==> src/trpc_pkg.sv <==
`default_nettype none

package trpc_pkg;

  localparam int unsigned OP_W     = 3;
  localparam int unsigned TGT_W    = 8;
  localparam int unsigned MEAS_W   = 12;
  localparam int unsigned MODE_W   = 2;
  localparam int unsigned HDUTY_W  = 10;
  localparam int unsigned GAIN_W   = 32;
  localparam int unsigned LIMIT_W  = 20;
  localparam int unsigned CFG_IDX_W = 2;
  localparam int unsigned ERR_W    = 13;
  localparam int unsigned INTEG_W  = 22;
  localparam int unsigned DERIV_W  = 14;
  localparam int unsigned PERR_W   = GAIN_W + ERR_W;
  localparam int unsigned PINT_W   = GAIN_W + INTEG_W;
  localparam int unsigned PDER_W   = GAIN_W + DERIV_W;
  localparam int unsigned SUM_W    = 56;
  localparam int unsigned FRAC_W   = 20;

  localparam logic [OP_W-1:0] OP_POLL    = 3'd0;
  localparam logic [OP_W-1:0] OP_RUN     = 3'd1;
  localparam logic [OP_W-1:0] OP_STOP    = 3'd2;
  localparam logic [OP_W-1:0] OP_FAN_ON  = 3'd3;
  localparam logic [OP_W-1:0] OP_FAN_OFF = 3'd4;

  localparam logic [CFG_IDX_W-1:0] CFG_PROP_GAIN   = 2'd0;
  localparam logic [CFG_IDX_W-1:0] CFG_INTEG_GAIN  = 2'd1;
  localparam logic [CFG_IDX_W-1:0] CFG_DERIV_GAIN  = 2'd2;
  localparam logic [CFG_IDX_W-1:0] CFG_INTEG_LIMIT = 2'd3;

  localparam logic [TGT_W-1:0]          TARGET_RST      = 8'd25;
  localparam logic [LIMIT_W-1:0]        INTEG_LIMIT_RST = 20'd41600;
  localparam logic signed [ERR_W-1:0]   FAN_ERR_LIMIT   = -13'sd16;

  typedef enum logic [MODE_W-1:0] {
    MODE_READY = 2'd0,
    MODE_RUN   = 2'd1,
    MODE_FAN   = 2'd2
  } mode_e;

  typedef enum logic [1:0] {
    DUTY_HOLD = 2'd0,
    DUTY_ZERO = 2'd1,
    DUTY_PID  = 2'd2
  } duty_act_e;

  typedef struct packed {
    logic [OP_W-1:0]   opcode;
    logic [TGT_W-1:0]  target_temp;
    logic [MEAS_W-1:0] measured_temp;
  } in_item_t;

  typedef struct packed {
    logic [MODE_W-1:0]  mode;
    logic [HDUTY_W-1:0] heater_duty;
    logic               heater_enable;
    logic               fan_drive;
    logic               fault_flag;
  } out_item_t;

  typedef struct packed {
    mode_e mode;
    logic  pwm;
    logic  fan;
    logic  fault;
  } status_t;

  typedef struct packed {
    status_t                   st;
    duty_act_e                 act;
    logic signed [ERR_W-1:0]   err;
    logic signed [INTEG_W-1:0] integ;
    logic signed [DERIV_W-1:0] deriv;
  } pid_t;

  typedef struct packed {
    status_t                 st;
    duty_act_e               act;
    logic signed [SUM_W-1:0] sum;
  } mac_t;

endpackage

`default_nettype wire

==> src/thermal_pid_run_controller.sv <==
// Throughput: one item per cycle while the output is not stalled; the stages
// are input register, PID state, gain multiplies, three-term sum and the
// saturating output register.
// Reset: asynchronous, active low; clears the mode machine, the PID state,
// the pipeline valid bits and loads the configuration registers with defaults.
`default_nettype none

// Thermal run controller. The item in the input register is decoded by the
// mode machine, which also computes the error, the clamped integral and the
// derivative and commits that state as the item moves into the PID stage.
// Because the heater duty is never fed back into the loop, the multiplies
// and the sum can run behind the state update without limiting the rate.
// Each stage carries a duty action (hold, zero or PID result) so that the
// output register applies the duty exactly in item order.
module thermal_pid_run_controller #(
  parameter int unsigned DUTY_MAX = 1023
) (
  input  wire logic                                clk_i,
  input  wire logic                                rst_ni,
  // item input
  input  wire logic                                in_valid_i,
  output logic                                     in_stall_o,
  input  wire trpc_pkg::in_item_t                  in_item_i,
  // result output
  output logic                                     out_valid_o,
  input  wire logic                                out_stall_i,
  output trpc_pkg::out_item_t                      out_item_o,
  // configuration writes
  input  wire logic                                cfg_valid_i,
  output logic                                     cfg_ready_o,
  input  wire logic [trpc_pkg::CFG_IDX_W-1:0]      cfg_index_i,
  input  wire logic [trpc_pkg::GAIN_W-1:0]         cfg_data_i
);

  localparam int unsigned DUTY_BITS = $clog2(DUTY_MAX + 1);
  localparam int unsigned DUTY_W    = (DUTY_BITS < trpc_pkg::HDUTY_W) ? trpc_pkg::HDUTY_W
                                                                      : DUTY_BITS;
  localparam int unsigned SHIFT_W   = trpc_pkg::SUM_W - trpc_pkg::FRAC_W;

  // Configuration registers. Writes are always taken.
  logic signed [trpc_pkg::GAIN_W-1:0] prop_gain_q, integ_gain_q, deriv_gain_q;
  logic [trpc_pkg::LIMIT_W-1:0]       integ_limit_q;

  assign cfg_ready_o = 1'b1;

  always_ff @(posedge clk_i or negedge rst_ni) begin
    if (!rst_ni) begin
      prop_gain_q   <= '0;
      integ_gain_q  <= '0;
      deriv_gain_q  <= '0;
      integ_limit_q <= trpc_pkg::INTEG_LIMIT_RST;
    end else if (cfg_valid_i && cfg_ready_o) begin
      case (cfg_index_i)
        trpc_pkg::CFG_PROP_GAIN:   prop_gain_q   <= $signed(cfg_data_i);
        trpc_pkg::CFG_INTEG_GAIN:  integ_gain_q  <= $signed(cfg_data_i);
        trpc_pkg::CFG_DERIV_GAIN:  deriv_gain_q  <= $signed(cfg_data_i);
        trpc_pkg::CFG_INTEG_LIMIT: integ_limit_q <= cfg_data_i[trpc_pkg::LIMIT_W-1:0];
        default: begin
          integ_limit_q <= integ_limit_q;
        end
      endcase
    end
  end

  // Pipeline valid bits. A stage takes a new item when it is empty or its
  // item moves on in the same cycle, so bubbles are squeezed out and items
  // keep entering while a finished result waits at the output.
  logic v_in_q, v_pid_q, v_mul_q, v_sum_q, v_out_q;
  logic rdy_in, rdy_pid, rdy_mul, rdy_sum, rdy_out;

  assign rdy_out = !v_out_q || !out_stall_i;
  assign rdy_sum = !v_sum_q || rdy_out;
  assign rdy_mul = !v_mul_q || rdy_sum;
  assign rdy_pid = !v_pid_q || rdy_mul;
  assign rdy_in  = !v_in_q  || rdy_pid;

  assign in_stall_o  = !rdy_in;
  assign out_valid_o = v_out_q;

  always_ff @(posedge clk_i or negedge rst_ni) begin
    if (!rst_ni) begin
      v_in_q  <= 1'b0;
      v_pid_q <= 1'b0;
      v_mul_q <= 1'b0;
      v_sum_q <= 1'b0;
      v_out_q <= 1'b0;
    end else begin
      if (rdy_in)  v_in_q  <= in_valid_i;
      if (rdy_pid) v_pid_q <= v_in_q;
      if (rdy_mul) v_mul_q <= v_pid_q;
      if (rdy_sum) v_sum_q <= v_mul_q;
      if (rdy_out) v_out_q <= v_sum_q;
    end
  end

  // Input register.
  trpc_pkg::in_item_t in_q;

  always_ff @(posedge clk_i) begin
    if (in_valid_i && rdy_in) begin
      in_q <= in_item_i;
    end
  end

  // Mode machine and PID state.
  trpc_pkg::pid_t pid;

  trpc_ctrl u_ctrl (
    .clk_i         (clk_i),
    .rst_ni        (rst_ni),
    .commit_i      (v_in_q && rdy_pid),
    .item_i        (in_q),
    .integ_limit_i (integ_limit_q),
    .pid_o         (pid)
  );

  // Gain multiplies and sum.
  trpc_pkg::mac_t mac;

  trpc_mac u_mac (
    .clk_i        (clk_i),
    .load_mul_i   (v_pid_q && rdy_mul),
    .load_sum_i   (v_mul_q && rdy_sum),
    .pid_i        (pid),
    .prop_gain_i  (prop_gain_q),
    .integ_gain_i (integ_gain_q),
    .deriv_gain_i (deriv_gain_q),
    .mac_o        (mac)
  );

  // Output register. A negative sum gives zero duty, otherwise the sum is
  // scaled down by 2^20 and saturated at DUTY_MAX. The duty register keeps
  // its value for items that do not touch the heater.
  logic [SHIFT_W-1:0]      shifted;
  logic [DUTY_W-1:0]       duty_pid, duty_q, duty_d;
  trpc_pkg::status_t       st_q;
  logic                    load_out;

  assign load_out = v_sum_q && rdy_out;
  assign shifted  = mac.sum[trpc_pkg::SUM_W-1:trpc_pkg::FRAC_W];

  always_comb begin
    if (mac.sum[trpc_pkg::SUM_W-1]) begin
      duty_pid = '0;
    end else if (shifted > SHIFT_W'(DUTY_MAX)) begin
      duty_pid = DUTY_W'(DUTY_MAX);
    end else begin
      duty_pid = DUTY_W'(shifted);
    end
    case (mac.act)
      trpc_pkg::DUTY_ZERO: duty_d = '0;
      trpc_pkg::DUTY_PID:  duty_d = duty_pid;
      default:             duty_d = duty_q;
    endcase
  end

  always_ff @(posedge clk_i or negedge rst_ni) begin
    if (!rst_ni) begin
      duty_q <= '0;
    end else if (load_out) begin
      duty_q <= duty_d;
    end
  end

  always_ff @(posedge clk_i) begin
    if (load_out) begin
      st_q <= mac.st;
    end
  end

  assign out_item_o.mode          = st_q.mode;
  assign out_item_o.heater_duty   = duty_q[trpc_pkg::HDUTY_W-1:0];
  assign out_item_o.heater_enable = st_q.pwm;
  assign out_item_o.fan_drive     = st_q.fan;
  assign out_item_o.fault_flag    = st_q.fault;

`ifndef ASSERT_OFF
  a_heater_needs_run: assert property (@(posedge clk_i) disable iff (!rst_ni)
    (out_valid_o && out_item_o.heater_enable) |-> (out_item_o.mode == trpc_pkg::MODE_RUN))
    else $error("heater enabled outside running mode");

  a_duty_zero_when_off: assert property (@(posedge clk_i) disable iff (!rst_ni)
    (out_valid_o && !out_item_o.heater_enable) |-> (out_item_o.heater_duty == '0))
    else $error("nonzero duty with heater disabled");

  a_duty_bound: assert property (@(posedge clk_i) disable iff (!rst_ni)
    duty_q <= DUTY_W'(DUTY_MAX))
    else $error("duty above saturation limit");
`endif

endmodule

`default_nettype wire

==> src/trpc_ctrl.sv <==
`default_nettype none

// Mode machine and PID state. Computes error, clamped integral and derivative
// for the item in the input register and commits the new state when the item
// moves on.
module trpc_ctrl (
  input  wire logic                              clk_i,
  input  wire logic                              rst_ni,
  input  wire logic                              commit_i,
  input  wire trpc_pkg::in_item_t                item_i,
  input  wire logic [trpc_pkg::LIMIT_W-1:0]      integ_limit_i,
  output trpc_pkg::pid_t                         pid_o
);

  trpc_pkg::mode_e                          mode_q, mode_d;
  logic [trpc_pkg::TGT_W-1:0]               tgt_now_q, tgt_now_d;
  logic [trpc_pkg::TGT_W-1:0]               tgt_before_q, tgt_before_d;
  logic signed [trpc_pkg::INTEG_W-1:0]      integ_q, integ_d;
  logic signed [trpc_pkg::ERR_W-1:0]        err_before_q, err_before_d;
  logic                                     pwm_q, pwm_d;
  logic                                     fan_q, fan_d;
  logic                                     fault_q, fault_d;
  trpc_pkg::pid_t                           pid_q, pid_d;
  trpc_pkg::duty_act_e                      act;
  logic                                     do_pid;

  // PID datapath
  logic                                     tgt_chg;
  logic [trpc_pkg::TGT_W-1:0]               tgt_eff, before_eff;
  logic signed [trpc_pkg::INTEG_W-1:0]      integ_base, integ_raw, integ_clamp, lim;
  logic signed [trpc_pkg::ERR_W-1:0]        eb, err;
  logic signed [trpc_pkg::DERIV_W-1:0]      deriv;
  logic                                     fan_pid;

  always_comb begin
    tgt_chg    = (item_i.opcode == trpc_pkg::OP_RUN) && (tgt_now_q != item_i.target_temp);
    tgt_eff    = tgt_chg ? item_i.target_temp : tgt_now_q;
    before_eff = tgt_chg ? tgt_now_q : tgt_before_q;
    integ_base = tgt_chg ? '0 : integ_q;
    eb         = tgt_chg ? '0 : err_before_q;
    err        = $signed({1'b0, tgt_eff, 4'b0000}) - $signed({1'b0, item_i.measured_temp});
    if (before_eff > tgt_eff) begin
      fan_pid = 1'b1;
    end else begin
      fan_pid = (err <= trpc_pkg::FAN_ERR_LIMIT) && (tgt_eff != before_eff);
    end
    lim       = $signed({2'b00, integ_limit_i});
    integ_raw = $signed({{(trpc_pkg::INTEG_W - trpc_pkg::ERR_W){err[trpc_pkg::ERR_W-1]}}, err})
                + integ_base;
    if (integ_raw > lim) begin
      integ_clamp = lim;
    end else if (integ_raw < -lim) begin
      integ_clamp = -lim;
    end else begin
      integ_clamp = integ_raw;
    end
    deriv = $signed({err[trpc_pkg::ERR_W-1], err}) - $signed({eb[trpc_pkg::ERR_W-1], eb});
  end

  // Next mode
  always_comb begin
    mode_d = mode_q;
    case (item_i.opcode)
      trpc_pkg::OP_RUN: begin
        if (mode_q == trpc_pkg::MODE_READY) mode_d = trpc_pkg::MODE_RUN;
      end
      trpc_pkg::OP_STOP: begin
        if (mode_q == trpc_pkg::MODE_RUN) mode_d = trpc_pkg::MODE_READY;
      end
      trpc_pkg::OP_FAN_ON: begin
        if (mode_q == trpc_pkg::MODE_READY) mode_d = trpc_pkg::MODE_FAN;
      end
      trpc_pkg::OP_FAN_OFF: begin
        if (mode_q == trpc_pkg::MODE_FAN) mode_d = trpc_pkg::MODE_READY;
      end
      default: begin
        mode_d = mode_q;
      end
    endcase
  end

  // Outputs and the remaining state
  always_comb begin
    tgt_now_d    = tgt_now_q;
    tgt_before_d = tgt_before_q;
    integ_d      = integ_q;
    err_before_d = err_before_q;
    pwm_d        = pwm_q;
    fan_d        = fan_q;
    fault_d      = fault_q;
    act          = trpc_pkg::DUTY_HOLD;
    do_pid       = 1'b0;
    case (item_i.opcode)
      trpc_pkg::OP_POLL: begin
        do_pid = (mode_q == trpc_pkg::MODE_RUN);
      end
      trpc_pkg::OP_RUN: begin
        if (mode_q == trpc_pkg::MODE_READY) begin
          pwm_d        = 1'b1;
          act          = trpc_pkg::DUTY_ZERO;
          integ_d      = '0;
          err_before_d = '0;
          tgt_now_d    = trpc_pkg::TARGET_RST;
          tgt_before_d = trpc_pkg::TARGET_RST;
        end else if (mode_q == trpc_pkg::MODE_RUN) begin
          do_pid = 1'b1;
        end else begin
          fault_d = 1'b1;
        end
      end
      trpc_pkg::OP_STOP: begin
        if (mode_q == trpc_pkg::MODE_RUN) begin
          pwm_d = 1'b0;
          fan_d = 1'b0;
          act   = trpc_pkg::DUTY_ZERO;
        end else begin
          fault_d = 1'b1;
        end
      end
      trpc_pkg::OP_FAN_ON: begin
        if (mode_q == trpc_pkg::MODE_READY) begin
          fan_d = 1'b1;
        end else if (mode_q != trpc_pkg::MODE_FAN) begin
          fault_d = 1'b1;
        end
      end
      trpc_pkg::OP_FAN_OFF: begin
        if (mode_q == trpc_pkg::MODE_FAN) begin
          fan_d = 1'b0;
        end else begin
          fault_d = 1'b1;
        end
      end
      default: begin
        act = trpc_pkg::DUTY_HOLD;
      end
    endcase
    if (do_pid) begin
      tgt_now_d    = tgt_eff;
      tgt_before_d = before_eff;
      integ_d      = integ_clamp;
      err_before_d = err;
      fan_d        = fan_pid;
      act          = trpc_pkg::DUTY_PID;
    end
    pid_d.st.mode  = mode_d;
    pid_d.st.pwm   = pwm_d;
    pid_d.st.fan   = fan_d;
    pid_d.st.fault = fault_d;
    pid_d.act      = act;
    pid_d.err      = err;
    pid_d.integ    = integ_clamp;
    pid_d.deriv    = deriv;
  end

  always_ff @(posedge clk_i or negedge rst_ni) begin
    if (!rst_ni) begin
      mode_q       <= trpc_pkg::MODE_READY;
      tgt_now_q    <= trpc_pkg::TARGET_RST;
      tgt_before_q <= trpc_pkg::TARGET_RST;
      integ_q      <= '0;
      err_before_q <= '0;
      pwm_q        <= 1'b0;
      fan_q        <= 1'b0;
      fault_q      <= 1'b0;
    end else if (commit_i) begin
      mode_q       <= mode_d;
      tgt_now_q    <= tgt_now_d;
      tgt_before_q <= tgt_before_d;
      integ_q      <= integ_d;
      err_before_q <= err_before_d;
      pwm_q        <= pwm_d;
      fan_q        <= fan_d;
      fault_q      <= fault_d;
    end
  end

  always_ff @(posedge clk_i) begin
    if (commit_i) begin
      pid_q <= pid_d;
    end
  end

  assign pid_o = pid_q;

`ifndef ASSERT_OFF
  a_fault_sticky: assert property (@(posedge clk_i) disable iff (!rst_ni)
    fault_q |=> fault_q)
    else $error("fault flag cleared");

  a_ready_fan_off: assert property (@(posedge clk_i) disable iff (!rst_ni)
    (mode_q == trpc_pkg::MODE_READY) |-> !fan_q && !pwm_q)
    else $error("fan or heater active in ready mode");

  a_fan_mode: assert property (@(posedge clk_i) disable iff (!rst_ni)
    (mode_q == trpc_pkg::MODE_FAN) |-> fan_q && !pwm_q)
    else $error("fan-only mode with fan off or heater on");
`endif

endmodule

`default_nettype wire

==> src/trpc_mac.sv <==
`default_nettype none

// Gain multiplies (one register stage) followed by the three-term sum.
module trpc_mac (
  input  wire logic                                   clk_i,
  input  wire logic                                   load_mul_i,
  input  wire logic                                   load_sum_i,
  input  wire trpc_pkg::pid_t                         pid_i,
  input  wire logic signed [trpc_pkg::GAIN_W-1:0]     prop_gain_i,
  input  wire logic signed [trpc_pkg::GAIN_W-1:0]     integ_gain_i,
  input  wire logic signed [trpc_pkg::GAIN_W-1:0]     deriv_gain_i,
  output trpc_pkg::mac_t                              mac_o
);

  logic signed [trpc_pkg::PERR_W-1:0] p_err_q;
  logic signed [trpc_pkg::PINT_W-1:0] p_int_q;
  logic signed [trpc_pkg::PDER_W-1:0] p_der_q;
  trpc_pkg::status_t                  st_q;
  trpc_pkg::duty_act_e                act_q;
  trpc_pkg::mac_t                     mac_q, mac_d;

  // Both operands are sign-extended to the full product width first.
  always_ff @(posedge clk_i) begin
    if (load_mul_i) begin
      p_err_q <= trpc_pkg::PERR_W'(prop_gain_i) * trpc_pkg::PERR_W'(pid_i.err);
      p_int_q <= trpc_pkg::PINT_W'(integ_gain_i) * trpc_pkg::PINT_W'(pid_i.integ);
      p_der_q <= trpc_pkg::PDER_W'(deriv_gain_i) * trpc_pkg::PDER_W'(pid_i.deriv);
      st_q    <= pid_i.st;
      act_q   <= pid_i.act;
    end
  end

  always_comb begin
    mac_d.st  = st_q;
    mac_d.act = act_q;
    mac_d.sum = trpc_pkg::SUM_W'(p_err_q) + trpc_pkg::SUM_W'(p_int_q)
                + trpc_pkg::SUM_W'(p_der_q);
  end

  always_ff @(posedge clk_i) begin
    if (load_sum_i) begin
      mac_q <= mac_d;
    end
  end

  assign mac_o = mac_q;

endmodule

`default_nettype wire

==> config.mk <==
export PLATFORM = sky130hd
export DESIGN_NAME = thermal_pid_run_controller
export DESIGN_NICKNAME = d
export VERILOG_FILES = /design/src/trpc_pkg.sv /design/src/thermal_pid_run_controller.sv /design/src/trpc_ctrl.sv /design/src/trpc_mac.sv
export SDC_FILE = /design/constraint.sdc
export NUM_CORES = 2
export LEC_CHECK = 0
export BUFFER_PORTS_ARGS = -buffer_cell sky130_fd_sc_hd__clkbuf_2
export CORE_UTILIZATION = 57
export DETAILED_ROUTE_END_ITERATION = 12
export PLACE_DENSITY = 0.73
export SLEW_MARGIN = 20
export SYNTH_ARGS = -nofsm -noshare
export SYNTH_HDL_FRONTEND = slang
export SYNTH_SLANG_ARGS = --single-unit
==> constraint.sdc <==
create_clock -name clk_i -period 10.42 [get_ports clk_i]
set_input_delay 3.126 -clock clk_i [delete_from_list [all_inputs] [get_ports clk_i]]
set_output_delay 3.126 -clock clk_i [all_outputs]
set_load 0.02 [all_outputs]
==> Yosys cells after proc, flatten, opt, wreduce, memory -nomap -nowiden <==
Index checks and enable logic that the tools add are counted.
{ "word_totals": {"wordCells": 151, "input_bits": 62, "reg_bits": 486, "out_inout_bits": 18} }
{ "classes": {"eq_ne": 14, "n_reduce_logical": 31, "mux": 45, "n_addsub": 6, "n_mul": 3, "n_lt_le_gt_ge": 5} }
{ "ops": {"columns": ["cell", "count"], "rows": [
  ["$mux 22", 6],
  ["$add 55x46->56", 1],
  ["$add 45x54->55", 1],
  ["$mul 32x22->54", 1],
  ["$mux 13", 4],
  ["$mux 8", 6],
  ["$mul 32x14->46", 1],
  ["$mul 32x13->45", 1],
  ["$gt 36x10->1 const B", 1],
  ["$add 13x22->22", 1],
  ["$gt 22x21->1", 1],
  ["$lt 22x22->1", 1],
  ["$neg 20->22", 1],
  ["$mux 10", 2],
  ["$pmux 10 s2", 1],
  ["$mux 1", 16],
  ["$ne 8x8->1", 2],
  ["$sub 13x13->14", 1],
  ["$le 13x5->1 const B", 1],
  ["$sub 12x12->13", 1],
  ["$reduce_and 2->1", 5],
  ["$eq 2x2->1 const B", 4],
  ["$gt 8x8->1", 1],
  ["$mux 2", 4],
  ["17 further kinds", 40]
]} }

==> Logic depth before layout (Yosys ltp) <==
{ "depth": {"depth_word": 9, "depth_mapped": 36, "depth_no_buf": 32} }

==> Hierarchy <==
A second synthesis with hierarchy kept.
{ "hier_totals": {"hier_cells": 7924, "area_unflattened_um2": 78759.3} }
{ "modules_own_cells": {"columns": ["mod", "instances", "seq_area_each_um2", "cells_per_inst", "area_each_um2"], "rows": [
  ["trpc_mac", 1, 6456.2, 6596, 63816.2],
  ["trpc_ctrl", 1, 3090.5, 974, 9003.6],
  ["thermal_pid_run_controller", 1, 4124.0, 354, 5939.4]
]} }

==> Worst setup path before layout <==
OpenSTA, ideal clock, no wires.
{ "synth_timing": {"path_kind": "register to register", "startpoint": "register u_ctrl.pid_q, in the netlist u_ctrl.pid_o[15]", "endpoint": "register u_mac.p_int_q[50] (netlist bit) (data pin)", "period_less_slack_ps": 7411, "setup_ps": 266, "stages_incl_launch_ff": 28, "n_path_buf": 1, "required_ps": 10154, "t_arrival_ps": 7145, "slack_ps": 3009, "path_cell_list": "edfxtp_1 > clkbuf_1 > nand2_1 > fa_1 > fa_1 > inv_1 > fa_1 > inv_1 > fa_1 > inv_1 > fa_1 > inv_1 > fa_1 > inv_1 > fa_1 > ha_1 > a21oi_1 > o21ai_0 > a21o_1 > a21o_1 > a311oi_1 > a21oi_1 > o32a_1 > a2111oi_0 > o21bai_1 > a41o_1 > o41ai_1 > xnor2_1"} }
{ "synth_between": {"elab_chain_len": 1} }
{ "synth_rtl": {"columns": ["element", "line", "rtl"], "rows": [
  ["from (decl)", "trpc_ctrl.sv:23", "trpc_pkg::pid_t pid_q, pid_d;"],
  ["from (signal assigned)", "trpc_ctrl.sv:180", "pid_q <= pid_d;"],
  ["$mul 32x22->54", "trpc_mac.sv:26", "p_int_q <= trpc_pkg::PINT_W'(integ_gain_i) * trpc_pkg::PINT_W'(pid_i.integ);"],
  ["to (signal assigned)", "trpc_mac.sv:26", null],
  ["to (decl)", "trpc_mac.sv:16", "logic signed [trpc_pkg::PINT_W-1:0] p_int_q;"]
]} }
No other way between the ends.
A chain may end at the register's enable or synchronous reset.

==> Final worst setup path <==
{ "layout_timing": {"startpoint": "register u_ctrl.pid_q, in the netlist u_ctrl.pid_o[18]", "endpoint": "register u_mac.p_int_q[50] (netlist bit) (data pin)"} }
Same word-level chain as after synthesis.

==> Flow_metrics.wiki <==
{| class="wikitable"
! Metric !! Value
|-
| Final hold viol count || 0
|-
| Worst-skew pair later-pin latency || 700 ps
|-
| Skew final || a little under 70 ps
|-
| Maximum count of clock buffers along a single path || 3
|-
| Total of warnings raised by yosys || 0
|-
| Root Buffer || sky130_fd_sc_hd__clkbuf_16
|-
| Number of max-cap violations || 0
|-
| Async SR Flop Fraction || about two fifths
|-
| Post-cts gate resize count || 0
|-
| Total number of clock tree sinks || about 470
|-
| Congestion Overflow GR || 0
|-
| Maximum number of pins on one net before global-route repair || 73
|-
| Clock slew seen by the registers of the worst setup and hold paths || roughly 60 ps
|-
| Core footprint || around 130000 sq um
|-
| Slack of the critical path || 1520 ps
|-
| Category of the worst setup path launch point || flip-flop
|-
| Total of endpoints with negative setup slack in the final report || 0
|-
| Count of nets left with antenna violations after detail routing || 0
|-
| Overall die area || around 140000 sq um
|-
| Unrepaired setup endpoints after global routing || false
|-
| Total standard cell area after synthesis || 76300 sq um
|-
| HPWL Detailed || around 160000 um
|-
| Crit Path Max Fanout || 17
|-
| Area growth syn-to-layout || 5.37%
|-
| Portion of the post-synthesis area used by sequential elements || about 17%
|-
| Arrival time at the worst endpoint || about 9300 ps
|-
| Nets || slightly below 10000
|-
| Number of top-level pins || 80
|-
| Yosys reg bits || between 400 and 500
|-
| Hold-fix buffers, CTS || 0
|-
| Endpoint type of the worst setup path || flip-flop
|-
| DRC violation count after routing || 0
|-
| Via count normalized by instance count || around 5.7
|-
| Average detailed-routed wire length per instance || 21.1 um
|-
| Number of DRC markers in iteration 0 || 4372
|-
| Worst-case setup slack after placement || around 1800 ps
|-
| Count of H-tree levels built during CTS || 2
|-
| I/O Buffers || 78
|-
| Shortest clock period the worst path allows after layout || slightly below 9000 ps
|-
| Effective utilization at floorplan || 57.7%
|-
| Fraction of final layout cells with drive strength greater than 1 || 5.84%
|-
| Share of the cycle needed by the critical path after routing || between 80% and 90%
|-
| Average instance area after synthesis || roughly 9.9 sq um
|-
| Post-CTS setup buffers || 0
|-
| Tot GR Track Use || 30.8%
|-
| Highest attainable clock frequency || between 100 and 150 MHz
|-
| Post-Syn Nets || about 9800
|-
| Synth cell types || 90
|-
| Number of enable-type register cells in the synthesized netlist || 279
|-
| Required arrival time at the worst endpoint || about 11000 ps
|-
| Pins over their slew limit || 0
|-
| Max-Slew Margin vs Limit || between 20% and 30%
|-
| Initial antenna violation count || 19
|-
| Total routed wirelength || roughly 200000 um
|-
| Final sum of negative setup slack || 0 ps
|-
| Number of detailed-routing iterations run before antenna repair || 6
|-
| Most used flip-flop cell after synthesis || sky130_fd_sc_hd__edfxtp_1
|-
| Type of the worst setup path || reg2reg
|-
| TritonCTS buffer count || 56
|-
| First-pass GRT wire length || 322000 um
|-
| GP Congestion || approximately 0.92
|-
| Cell row count || about 130
|-
| TritonCTS clock tree || done
|-
| Routed vias || about 54000
|-
| Die Width || 368 um
|-
| Die height || 368 um
|-
| Slew of the pin with the lowest slew margin || approximately 1200 ps
|-
| Status || complete, no violations
|-
| Post-synthesis instance total || 7719
|-
| Vias in the first global route || 58200
|-
| Worst hold path type || reg2reg
|}
## path summary, 6_finish.rpt
kind                             startpoint           endpoint  slack (ps)  cells after the start
min                        u_ctrl.pid_o[51]    u_mac.mac_d[58]         410                      0
max reg2reg                u_ctrl.pid_o[18]  u_mac.p_int_q[50]        1520                     26
min in group asynchronous            rst_ni    prop_gain_q[23]        2410                      1
max in group asynchronous            rst_ni          duty_q[8]        6520                      2
max                        u_ctrl.pid_o[18]  u_mac.p_int_q[50]        1520                     26
min reg2reg                u_ctrl.pid_o[51]    u_mac.mac_d[58]         410                      0
## state kept, by name, summed over array words and instances, names as in the netlist, 13 cells and up
name and flops:
u_ctrl.err_before_q 13, u_mac.p_int_q 54, in_q 23, integ_gain_q 32
u_mac.p_err_q 45, u_ctrl.pid_o 56, u_mac.mac_o 43, integ_limit_q 20
deriv_gain_q 32, prop_gain_q 32, u_mac.p_der_q 46, u_ctrl.integ_q 22
## cells in the mapped netlist (24+ instances only)
master / count / area, sq um
sky130_fd_sc_hd__clkbuf_1: 328 / 1230
sky130_fd_sc_hd__nand2b_1: 101 / 632
sky130_fd_sc_hd__mux2_2: 120 / 1350
sky130_fd_sc_hd__a21o_1: 104 / 781
sky130_fd_sc_hd__o21a_1: 43 / 323
sky130_fd_sc_hd__a22o_1: 24 / 210
sky130_fd_sc_hd__edfxtp_1: 279 / 8380
sky130_fd_sc_hd__inv_1: 1554 / 5830
sky130_fd_sc_hd__a21oi_1: 177 / 886
sky130_fd_sc_hd__xnor2_1: 176 / 1540
sky130_fd_sc_hd__nand3_1: 47 / 235
sky130_fd_sc_hd__and3_1: 26 / 163
sky130_fd_sc_hd__ha_1: 508 / 6360
sky130_fd_sc_hd__nand2_1: 1161 / 4360
sky130_fd_sc_hd__nor2_1: 169 / 634
sky130_fd_sc_hd__nor3_1: 44 / 220
sky130_fd_sc_hd__o21ai_0: 143 / 716
sky130_fd_sc_hd__o21bai_1: 32 / 240
sky130_fd_sc_hd__xor2_1: 59 / 517
sky130_fd_sc_hd__nor2b_1: 30 / 188
sky130_fd_sc_hd__nand4_1: 29 / 181
sky130_fd_sc_hd__dfrtp_1: 177 / 4430
sky130_fd_sc_hd__and2_1: 551 / 3450
sky130_fd_sc_hd__fa_1: 1538 / 30800
## cell type report
cell class	count	area, sq um
clock inverters	42	487
well taps	1755	2200
inverters	1555	5840
multi-input cells	5360	56100
repair buffers	185	1200
clock buffers	64	1450
flip-flops and latches	466	13100
diodes	7	17.5
fillers	11000	51700
## metal layers
layer	track usage, %	up-vias	wire length [um]
li1	-	23400	-
met2	50.2	2207	94600
met4	14.0	18	10500
met5	0	-	113
met1	40.5	27800	77000
met3	5.12	475	16500
## kinds of logic after synthesis
kind of cell	after synthesis	share of synthesized area [%]
simple gates	2222	13.8
mux	146	2.15
fa+ha+maj	2046	48.7
other cells	1	0.00491
xor+xnor	238	2.78
buf+inv	1893	9.34
compound gates	707	6.12
flops	466	17.1
## stage by stage
step | utilization, % | hold slack (ps) | cell area (sq um) | instances
5_1_grt | 60.8 | 420 | 80400 | 9431
2_1_floorplan | - | 400 | 76300 | 7719
6_report | 60.8 | 414 | 80400 | 9434
3_3_place_gp | 59.4 | 404 | 78400 | 9321
4_1_cts | 60.8 | 417 | 80400 | 9427
3_5_place_dp | 59.4 | 405 | 78400 | 9321
## layout by cell type (no fill, tap or decap), types with 107 or more instances in the layout
cell                       instances
sky130_fd_sc_hd__a21oi_1         177
sky130_fd_sc_hd__ha_1            508
sky130_fd_sc_hd__buf_4           107
sky130_fd_sc_hd__and2_1          550
sky130_fd_sc_hd__fa_1           1538
sky130_fd_sc_hd__o21ai_0         142
sky130_fd_sc_hd__nor2_1          169
sky130_fd_sc_hd__dfrtp_1         177
sky130_fd_sc_hd__edfxtp_1        279
sky130_fd_sc_hd__inv_1          1554
sky130_fd_sc_hd__nand2_1        1161
sky130_fd_sc_hd__xnor2_1         176
sky130_fd_sc_hd__mux2_2          120
## critical path, cell delays in order (launching register included)
cell and delay [ps]:
sky130_fd_sc_hd__edfxtp_1 1070, sky130_fd_sc_hd__nand2_1 190, sky130_fd_sc_hd__fa_1 600, sky130_fd_sc_hd__inv_1 60, sky130_fd_sc_hd__fa_1 470, sky130_fd_sc_hd__fa_1 490
sky130_fd_sc_hd__inv_1 50, sky130_fd_sc_hd__fa_1 500, sky130_fd_sc_hd__inv_1 60, sky130_fd_sc_hd__fa_1 530, sky130_fd_sc_hd__inv_1 60, sky130_fd_sc_hd__fa_1 480
sky130_fd_sc_hd__inv_1 50, sky130_fd_sc_hd__fa_1 430, sky130_fd_sc_hd__ha_1 360, sky130_fd_sc_hd__a21oi_1 150, sky130_fd_sc_hd__o21ai_0 110, sky130_fd_sc_hd__a21o_1 190
sky130_fd_sc_hd__a21o_1 170, sky130_fd_sc_hd__a311oi_1 590, sky130_fd_sc_hd__a21oi_1 270, sky130_fd_sc_hd__o32a_1 410, sky130_fd_sc_hd__a2111oi_0 390, sky130_fd_sc_hd__o21bai_1 160
sky130_fd_sc_hd__a41o_1 290, sky130_fd_sc_hd__o41ai_1 360, sky130_fd_sc_hd__xnor2_1 120
Power is left out: the tool's default activity adds up to more than one toggle a clock period on the data nets, which glitch-free logic cannot reach.
